==> config.mk <==
export PLATFORM = sky130hd
export DESIGN_NAME = lwe_ctrl
export DESIGN_NICKNAME = d
export VERILOG_FILES = /design/src/lwe_pkg.sv /design/src/lwe_ctrl.sv
export SDC_FILE = /design/constraint.sdc
export NUM_CORES = 1
export LEC_CHECK = 0
export CAP_MARGIN = 20
export CORE_AREA = 2 2 39 41
export DETAILED_ROUTE_END_ITERATION = 6
export DIE_AREA = 0 0 41 43
export DONT_BUFFER_PORTS = 1
export PLACE_DENSITY = 0.52
export SETUP_SLACK_MARGIN = 0.02
export SLEW_MARGIN = 20
export SYNTH_ARGS = -nofsm -noshare
export SYNTH_HDL_FRONTEND = slang
export SYNTH_SLANG_ARGS = --single-unit
==> constraint.sdc <==
create_clock -name clk_i -period 1.4 [get_ports clk_i]
set_input_delay 0.14 -clock clk_i [delete_from_list [all_inputs] [get_ports clk_i]]
set_output_delay 0.14 -clock clk_i [all_outputs]
set_load 0.1 [all_outputs]
==> src/lwe_pkg.sv <==
// Package with shared types, constants and the log2 table of the entropy unit.
package lwe_pkg;

  localparam int unsigned COORD_W = 10;
  localparam int unsigned CNT_W   = 8;
  localparam int unsigned LOG_W   = 27;
  localparam int unsigned SUM_W   = 36;
  localparam int unsigned Q_W     = 16;
  localparam int unsigned CFG_IDX_W  = 2;
  localparam int unsigned CFG_DATA_W = 9;

  localparam logic [CFG_IDX_W-1:0] CFG_FRAME_WIDTH  = 2'd0;
  localparam logic [CFG_IDX_W-1:0] CFG_FRAME_HEIGHT = 2'd1;
  localparam logic [CFG_IDX_W-1:0] CFG_WINDOW_SIZE  = 2'd2;

  localparam logic FUNC_WRITE = 1'b0;
  localparam logic FUNC_QUERY = 1'b1;

  typedef logic [LOG_W-1:0] log_tab_t [256];

  typedef struct packed {
    logic start;
    logic write;
    logic frd;
    logic hrd;
    logic hwr;
    logic logn;
    logic muln;
    logic scan;
    logic sub;
    logic div;
    logic load;
  } lwe_cmd_t;

  typedef struct packed {
    logic bad;
    logic pix_last;
    logic scan_last;
    logic pipe_empty;
    logic div_last;
    logic out_busy;
  } lwe_sts_t;

  // log2(v) in Q.24; the fraction comes from repeated squaring of the mantissa.
  function automatic log_tab_t gen_log_tab();
    log_tab_t t;
    logic [63:0] m;
    logic [23:0] frac;
    int unsigned e;
    for (int v = 0; v < 256; v++) begin
      if (v == 0) begin
        t[v] = '0;
      end else begin
        e = 0;
        for (int k = 1; k < 8; k++) begin
          if ((v >> k) != 0) e = k;
        end
        m = (64'(v) << 30) >> e;
        frac = '0;
        for (int i = 0; i < 24; i++) begin
          m = (m * m) >> 30;
          frac = {frac[22:0], 1'b0};
          if (m >= (64'd2 << 30)) begin
            m = m >> 1;
            frac[0] = 1'b1;
          end
        end
        t[v] = {3'(e), frac};
      end
    end
    return t;
  endfunction

  localparam log_tab_t LOG_TAB = gen_log_tab();

endpackage

==> src/lwe_ctrl.sv <==
// Controller state machine that sequences histogram build, scan and division.
module lwe_ctrl import lwe_pkg::*; (
  input  logic     clk_i,
  input  logic     rst_ni,
  input  logic     in_valid_i,
  input  logic     in_func_i,
  output logic     in_ready_o,
  input  lwe_sts_t sts_i,
  output lwe_cmd_t cmd_o
);
  typedef enum logic [3:0] {
    S_IDLE, S_FRD, S_FWT, S_HWT, S_LOGN, S_MULN, S_SCAN, S_DRAIN, S_SUB, S_DIV, S_DONE
  } state_e;

  state_e state_q, state_d;
  logic   accept;

  assign in_ready_o = (state_q == S_IDLE);
  assign accept     = in_valid_i && in_ready_o;

  always_comb begin
    state_d = state_q;
    cmd_o   = '0;
    case (state_q)
      S_IDLE: begin
        if (accept) begin
          if (in_func_i == FUNC_QUERY) begin
            cmd_o.start = 1'b1;
            state_d = sts_i.bad ? S_DONE : S_FRD;
          end else begin
            cmd_o.write = 1'b1;
          end
        end
      end
      S_FRD: begin
        cmd_o.frd = 1'b1;
        state_d = S_FWT;
      end
      S_FWT: begin
        cmd_o.hrd = 1'b1;
        state_d = S_HWT;
      end
      S_HWT: begin
        cmd_o.hwr = 1'b1;
        state_d = sts_i.pix_last ? S_LOGN : S_FRD;
      end
      S_LOGN: begin
        cmd_o.logn = 1'b1;
        state_d = S_MULN;
      end
      S_MULN: begin
        cmd_o.muln = 1'b1;
        state_d = S_SCAN;
      end
      S_SCAN: begin
        cmd_o.scan = 1'b1;
        if (sts_i.scan_last) state_d = S_DRAIN;
      end
      S_DRAIN: begin
        if (sts_i.pipe_empty) state_d = S_SUB;
      end
      S_SUB: begin
        cmd_o.sub = 1'b1;
        state_d = S_DIV;
      end
      S_DIV: begin
        cmd_o.div = 1'b1;
        if (sts_i.div_last) state_d = S_DONE;
      end
      S_DONE: begin
        if (!sts_i.out_busy) begin
          cmd_o.load = 1'b1;
          state_d = S_IDLE;
        end
      end
      default: state_d = S_IDLE;
    endcase
  end

  always_ff @(posedge clk_i or negedge rst_ni) begin
    if (!rst_ni) begin
      state_q <= S_IDLE;
    end else begin
      state_q <= state_d;
    end
  end
endmodule

==> results.yml <==
grt:
  grt_usage: 0.240
  grt_antenna_before_repair: 0
  grt_overflow: 0
  grt_start_max_net_pins: 10
  grt_pass1_wl_um: 2820
  grt_pass1_vias: 593
placement:
  routabilityCongestion: 0.797
  dp_hpwl_um: 1170
  pre_cts_ws_ns: -0.111
  io_buffer_count: 0
run:
  cap_violations: 0
finish:
  utilization: 0.796
  area_delta_synth_final_pct: 183
  drive_gt1_frac: 0.742
  finalNetCount: 101
  top_regs: "state_q: 4 flops"
  antennaDiodeCount: 0
  top_register: "state_q"
  largest_reg_flops: 4
floorplanning:
  die_w_um: 41
  rows: 14
  start_util: 0.281
  core-area_mm2: 0.00138
  die_h_um: 43
  dieArea_mm2: 0.00176
  num_io_pins: 22
routing:
  route.detailed.drc: 0
  wire_per_inst_um: 15.5
  detail-route-antenna-nets: 0
  first_iter_violations: 9
  wirelength_um: 1620
  dr.pass1.iters: 4
  dr_total_vias: 532
  viasPerCell: 5.07
logic_synthesis:
  synth_nets: 62
  synth_cell_types: 24
  synthesis.area_um2: 389
  synth_warnings: 0
  ys_seq_area_frac: 0.257
  synth_cells: 52
  ys_seq_elements: 4
  postSynthAreaPerCell_um2: 7.48
sta:
  rsz0062_at_grt: "true"
  post-route-period-util: 1.18
  max_slew_margin: 0.851
  drv_slew: 0
  final-setup-viol-count: 14
  clock_skew_ns: 0.00364
  fin_crit_ns: 1.65
  final_hold_viol_count: 0
  hold_slack_ns: 0.190
  tightest_slew_ns: 0.221
  timing.setup.tns_ns: -2.19
  setup_ws_ns: -0.254
  max_freq_mhz: 605
clock_network:
  clock_tree.buffer_depth: 2
  cts_tree: "yes"
  path_clk_slew_ns: 0.04
  clock-sinks: 4
  cts.htree.levels: 1
  insertion_delay_ns: 0.23
  root_buffer: "clkbuf_4"
  numCtsBuffers: 3
hold_path:
  min_path_type: "primary input to asynchronous set/reset pin"
setup_path:
  crit_type: "register to primary output"
  crit_required_ns: 1.26
  end_kind: "primary output"
  worstPathArrival_ns: 1.51
  start_kind: "register"
  crit_fanout: 3
status:
  failed_checks: "negative setup slack"
  outcome: "finished, violations left"
-- final timing paths --
check / startpoint / end / slack [ns] / depth (start not counted)
worst max-delay path: state_q[1]$_DFFE_PN0P_ / cmd_o[10] / -0.25 / 5
worst min-delay path: rst_ni / state_q[1]$_DFFE_PN0P_ / 0.19 / 1
worst max register to register: state_q[0]$_DFFE_PN0P_ / state_q[0]$_DFFE_PN0P_ / -0.19 / 5
worst min register to register: state_q[1]$_DFFE_PN0P_ / state_q[3]$_DFFE_PN0P_ / 0.74 / 3
max in group asynchronous: rst_ni / state_q[3]$_DFFE_PN0P_ / 1.01 / 1
min in group clk_i: in_valid_i / state_q[3]$_DFFE_PN0P_ / 0.19 / 4
-- area by class of cell --
cell class	count	area, µm²
Clock buffer	3	22.5
Fill cell	86	283
Inverter	1	16.3
Multi-Input combinational cell	43	429
Sequential cell	4	103
Tap cell	16	20.0
Timing Repair Buffer	38	510
-- repair_timing --
action,CTS,global route
hold buffers,1,0
pin swaps,11,6
gates cloned,0,0
resized for setup,28,11
endpoints found under the setup margin,14,15
setup buffers,9,3
endpoints found under the hold margin,4,0
-- synth_stat cells --
cell type | number | area [µm²]
a21oi_1 | 4 | 20.0
o31ai_1 | 1 | 7.51
or3b_1 | 1 | 8.76
nand2_1 | 7 | 26.3
buf_2 | 4 | 20.0
nand4b_1 | 1 | 8.76
o21ai_1 | 2 | 10.0
dfrtp_1 | 4 | 100
nor3b_1 | 1 | 7.51
mux2_1 | 2 | 22.5
a21o_1 | 1 | 7.51
nor3_1 | 6 | 30.0
o21bai_1 | 1 | 7.51
nand3_2 | 1 | 10.0
and3_1 | 1 | 6.26
nor2b_1 | 1 | 6.26
a2bb2oi_1 | 1 | 8.76
nand3b_1 | 1 | 7.51
nor2_1 | 5 | 18.8
inv_2 | 1 | 3.75
nor4_2 | 1 | 12.5
nand2b_1 | 3 | 18.8
o32a_1 | 1 | 10.0
mux2i_1 | 1 | 10.0
-- layer usage --
metal  global-route usage  vias to the layer above  wire (µm)
met3               0.0209                        4         51
met1                0.266                      251        615
met5                    0                        -          0
met4                0.120                        0         33
met2                0.422                       12        923
li1                     -                      265          -
-- logic make-up after synthesis --
logic type	share of synthesized area
and+or+nand+nor	0.415
AOI/OAI and AO/OA	0.183
buffers and inverters	0.0611
DFF	0.257
muxes	0.0836
-- stage by stage --
step | std cells | instance area, µm²
floorplan | 52 | 539
global placement | 91 | 856
detailed placement | 91 | 856
CTS | 104 | 1060
global route | 105 | 1100
finish | 105 | 1100
-- placed cells by master (no fill, tap or decap), types with 2 or more instances in the layout --
master | netlist | final
o21ai_1 | 2 | 2
clkbuf_4 | 0 | 3
buf_4 | 0 | 9
a21oi_1 | 4 | 3
nor2_4 | 0 | 4
nand2_2 | 0 | 3
buf_12 | 0 | 13
dfrtp_1 | 4 | 2
dfrtp_2 | 0 | 2
nor3_4 | 0 | 6
nand2_1 | 7 | 3
nand2b_4 | 0 | 2
buf_6 | 0 | 14
mux2_4 | 0 | 2
-- critical path, cell delays in order (launching register included) --
cell     delay, ns
dfrtp_1       0.38
buf_6         0.13
nor4_4        0.25
buf_4         0.16
and3_4        0.18
buf_12        0.17
Power is left out: the tool's default activity adds up to more than one toggle a clock period on the data nets, which glitch-free logic cannot reach.
